<file path="config.mk">
export PLATFORM = sky130hd
export DESIGN_NAME = chth_ram
export DESIGN_NICKNAME = d
export VERILOG_FILES = /design/src/sv/chth_ram.sv
export SDC_FILE = /design/constraint.sdc
export NUM_CORES = 1
export LEC_CHECK = 0
export BUFFER_PORTS_ARGS = -buffer_cell sky130_fd_sc_hd__buf_2
export CORE_ASPECT_RATIO = 1.4
export CORE_MARGIN = 3
export CORE_UTILIZATION = 41
export CTS_CLUSTER_SIZE = 30
export DETAILED_ROUTE_END_ITERATION = 10
export GPL_TIMING_DRIVEN = 0
export HOLD_SLACK_MARGIN = 0.05
export PLACE_DENSITY_LB_ADDON = 0.1
export SETUP_SLACK_MARGIN = 0.02
export SLEW_MARGIN = 25
export SYNTH_ARGS = -nofsm -noshare
export SYNTH_HDL_FRONTEND = slang
export SYNTH_SLANG_ARGS = --single-unit
</file>
<file path="constraint.sdc">
create_clock -name clk -period 2.3 [get_ports clk]
set_input_delay 0.46 -clock clk [delete_from_list [all_inputs] [get_ports clk]]
set_output_delay 0.46 -clock clk [all_outputs]
set_load 0.05 [all_outputs]
</file>
<file path="src/sv/chth_ram.sv">
`timescale 1ns / 1ps

module chth_ram #(
  parameter int WIDTH = 8,
  parameter int DEPTH = 16,
  localparam int AW = (DEPTH > 1) ? $clog2(DEPTH) : 1
) (
  input  logic             clk,
  input  logic             we,
  input  logic [AW-1:0]    waddr,
  input  logic [WIDTH-1:0] wdata,
  input  logic [AW-1:0]    raddr,
  output logic [WIDTH-1:0] rdata
);

  logic [WIDTH-1:0] mem [DEPTH];

  always_ff @(posedge clk) begin
    if (we) begin
      mem[waddr] <= wdata;
    end
    rdata <= mem[raddr];
  end

endmodule

</file>
=== Word level (Yosys, flattened, before mapping) ===
Memories as Yosys holds them, arrays and structs flattened. A register that Yosys moved wholly into a read port is not among the register bits.
Index checks and enable logic that the tools add are counted.

* Add/subtract/negate cells: 0
* Multipliers: 0
* Divide/modulo/power cells: 0
* $lt $le $gt $ge: 0
* Eq/ne operators: 0
* Shift operators: 0
* Muxes and demuxes: 2
* Bitwise logic cells: 0
* Reductions and logical operators: 0

{| class="wikitable"
|+ Operators with widths
! cell !! count
|-
| two-way mux 1 bit || 2
|}

* Register bits after elaboration: 0
* Latch bits: 0
* Bits in writable memories: 128
* ROM bits: 0
* Input bits: 18
* Output and inout bits: 8
* Logic and storage cells: 3
* Memories: 1

{| class="wikitable"
|+ Memories
! name !! words !! bits a word !! read ports !! clocked after Yosys merged registers in !! wr ports !! line !! RTL
|-
| mem || 16 || 8 || 1 || 1 || 1 || 16 || <nowiki>logic [WIDTH-1:0] mem [DEPTH];</nowiki>
|}

=== Depth between registers and ports, before layout ===
* Depth in word-level cells: 2
* Gate-level depth with buffers: 5
* Depth with buffers taken out: 3

=== Worst setup path before layout ===
OpenSTA, ideal clock, no wires.

* Path kind: input to register
* From: input port waddr[2]
* To: memory mem[0][0] (enable)
* Setup time: 0.383 ns
* Arrival time: 1.570 ns
* Data required time: 1.917 ns
* Path slack: 0.347 ns
* Stages on the path: 2
* Buffers on the path: 0
* Cells stage by stage: or3b_2 -> nor3_1

{| class="wikitable"
|+ RTL lines
! element !! line !! RTL
|-
| from (decl) || 10 || <nowiki>input logic [AW-1:0] waddr,</nowiki>
|-
| to (decl) || 16 ||
|}

No word-level cell before the write port.

=== Final worst setup path ===
* From: input port waddr[2]
* To: memory mem[1][1] (enable)

No word-level cell before the write port.

==> implementation parameters <==
Parameter                              Value

Setup path
  End point of the critical path ... mem[1][1]
  Startpoint type of the worst setup path ... input pin
  Max Fanout on Critical Path ... 8
  Kind of capture point of the worst setup path ... flip-flop
  First element of the critical path ... waddr[2]
  Reg-to-Reg End ... rdata[7]
  Data required time at the worst endpoint ... 2330 ps
  Depth of the worst register-to-register path ... 3
  Critical path class ... in2reg
  Arrival time at the worst endpoint ... 1750 ps
  Startpoint of the worst register-to-register path ... mem[2][7]
  Register-to-register setup slack ... 840 ps

Placement
  DP HPWL ... 6650 um
  Gpl congestion ... 0.754
  Standard cell area after detailed placement ... 5470 sq um
  Buffers added on ports ... 24

Timing
  Number of slew-limit violations in the final report ... 0
  Setup Total Neg Slack ... 0 ps
  Worst clock skew ... 15.5 ps
  Unrepaired setup endpoints after global routing ... false
  Number of hold violations in the final report ... 0
  Tcrit/Tclk final ... 0.750
  Setup Viol. Count Final ... 0
  Fmax achieved ... 0.579 GHz
  Worst Max-Slew Pin Slew ... 849 ps
  Worst relative slew slack ... 0.432
  Crit path time final ... 1730 ps

Routing
  Final routed wirelength across all metal layers ... 10200 um
  DR vias/cell ... 5.50
  Remaining design rule violation count ... 0
  1st-iter DRT viols ... 210
  WL/cell ... 23.6 um
  Overall via count from detail_route ... 2374
  Final ANT Viol Nets ... 0
  First drt pass iteration count ... 4

Synth
  Dominant combinational cell family by area after synthesis ... multiplexers
  Area share of and/or/nand/nor cells after synthesis ... 0.0318
  Compound-gate portion of the synthesized area ... 0.0233
  FF+latch count, synth ... 136
  Netlist area before placement ... 5150 sq um
  Distinct cell type count after synthesis ... 19
  Adder-cell share of the synthesized area ... 0
  Proportion of synthesized area in mux cells ... 0.150
  Number of synthesis warnings ... 0
  Mapped Nets ... 247
  Avg Synthesized Cell Area ... 22.5 sq um
  Fraction of the yosys area taken by sequential cells ... 0.778
  Synthesized-area fraction occupied by xor and xnor cells ... 0
  Synthesized netlist cell count ... 229

Global route
  First-pass GRT wire length ... 15200 um
  Vias in the first global route ... 2473
  Gr ovfl total ... 0
  Initial antenna violation count ... 0
  GRT Util Overall ... 0.157
  Maximum number of pins on one net before global-route repair ... 17

Floorplan
  I/O pin total ... 26
  Die Y ... 139 um
  Total Die Area ... 14000 sq um
  Placement row count ... 47
  Initial Util ... 0.427
  Area of the core ... 12100 sq um
  Overall die width ... 101 um

Power and ir drop
  Power density relative to cell area ... 1020 nW/um^2
  Relative contribution of the clock network to total power ... 0.505
  Worst ir drop on vdd ... 562 uV
  Leakage power ... 2.09 nW
  Share of total power consumed by net switching ... 0.192
  Power share of the combinational group ... 0.052
  Power share of the sequential group ... 0.443
  Cell Int Power ... 5.08 mW
  Switching power summed over all nets ... 1.21 mW

CTS
  Clock transition at path regs ... 60 ps
  Number of gates given a new drive strength after cts ... 0
  Worst-Skew Late Latency ... 410 ps
  Inserted Clock Buffers ... 17
  Clock tree from TritonCTS ... done
  Post-CTS Setup Bufs ... 0
  CTS Buffer Depth ... 2
  Sink count of the clock tree ... 136
  Number of H-tree levels ... 4
  CTS Hold Buffers Added ... 0
  Root Buffer Master ... clkbuf_16

Min path
  Classification of the worst-slack hold path ... in2reg
  Hold Path Stages ... 1

Outcome
  Outcome ... complete, no violations

Final layout
  Layout net count ... 290
  Post-route cell area ... 6170 sq um
  P&R area growth vs syn ... 19.9%
  Number of antenna diodes ... 0
  Ratio of cells with drive above 1 in the final layout ... 0.309
  Fillers ... 952

Job
  Max-Cap Viols ... 0
==> how the worst min path moves through the flow <==
stage	slack [ps]	to	from
6_report	460	mem[12][1]	wdata[1]
5_1_grt	460	mem[7][6]	wdata[6]
4_1_cts	450	mem[6][6]	wdata[6]
3_5_place_dp	660	rdata[1]	mem[12][1]
3_3_place_gp	660	rdata[2]	mem[15][2]
2_1_floorplan	560	mem[0][0]	wdata[0]
==> registers in the layout, summed over array words and instances (netlist names) <==
register	flops
rdata	8
mem	128
==> placed cells by master, fill, tap and decap left out, drive strengths merged <==
cell type      instances
a22oi                 16
nor3                   4
edfxtp               128
or3b                   1
and2b                  1
nand2b                 2
mux4                  32
and2                   1
nor2                  13
buf                   31
nand3                  1
clkbuf                19
nand3b                 2
clkdlybuf4s25          3
inv                    1
dfxtp                  8
nand2                  9
nor2b                  1
clkinv                 5
bufinv                 7
==> cells in the mapped netlist (all sizes together) <==
cell type	instances	area (sq um)
buf	7	56.3
edfxtp	128	3840
dfxtp	8	160
nand2b	2	12.5
and2	1	6.26
or3b	1	8.76
clkdlybuf4s25	3	30.0
a22oi	16	120
nand3	1	5.00
nand3b	2	15.0
nand2	9	33.8
mux4	32	773
and2b	1	7.51
nor2b	1	6.26
nor2	13	48.8
nor3	4	20.0
==> logic make-up after synthesis <==
| kind of cell | after synthesis |
|---|---|
| flip-flops | 136 |
| AND/OR/NAND/NOR | 35 |
| multiplexers | 32 |
| AO/OA/AOI/OAI | 16 |
| buffers and inverters | 10 |
==> worst max-delay path: stages <==
cell and delay (ps):
buf_2 120, or3b_2 520, nor2_1 650
==> layer usage <==
| metal | up-vias | global-route usage | routed length, um |
|---|---|---|---|
| met5 | - | 0 | 0 |
| li1 | 1060 | - | - |
| met2 | 61 | 0.249 | 5270 |
| met3 | 14 | 0.0398 | 422 |
| met1 | 1239 | 0.206 | 4310 |
| met4 | 0 | 0.0632 | 187 |
==> cell type report <==
class	instances	area, sq um	share of cell area
plain buffers	10	86.3	0.0140
clock buffers	19	453	0.0734
flip-flops and latches	136	4000	0.649
repair buffers	24	120	0.0195
clock inverters	13	246	0.0399
multi-input cells	83	1080	0.175
well taps	147	184	0.0298
==> power by group through the flow <==
stage	combinational (mW)	clock [mW]	sequential (mW)
6_report	0.325	3.17	2.78
3_3_place_gp	0.324	0	2.83
4_1_cts	0.331	3.20	2.78
5_1_grt	0.347	3.32	2.79
3_5_place_dp	0.331	0	2.84
2_1_floorplan	0.141	0	2.89
==> stage by stage <==
| stage | total power [mW] | setup slack, ps | hold WS [ps] | cells | util |
|---|---|---|---|---|---|
| 2_1_floorplan | 3.03 | 347 | 559 | 229 | - |
| 3_3_place_gp | 3.16 | -243 | 660 | 400 | 0.452 |
| 3_5_place_dp | 3.17 | 139 | 657 | 400 | 0.454 |
| 4_1_cts | 6.32 | 568 | 450 | 432 | 0.512 |
| 5_1_grt | 6.46 | 499 | 458 | 432 | 0.512 |
| 6_report | 6.28 | 574 | 461 | 432 | 0.512 |
(Power assumes the default switching activity.)
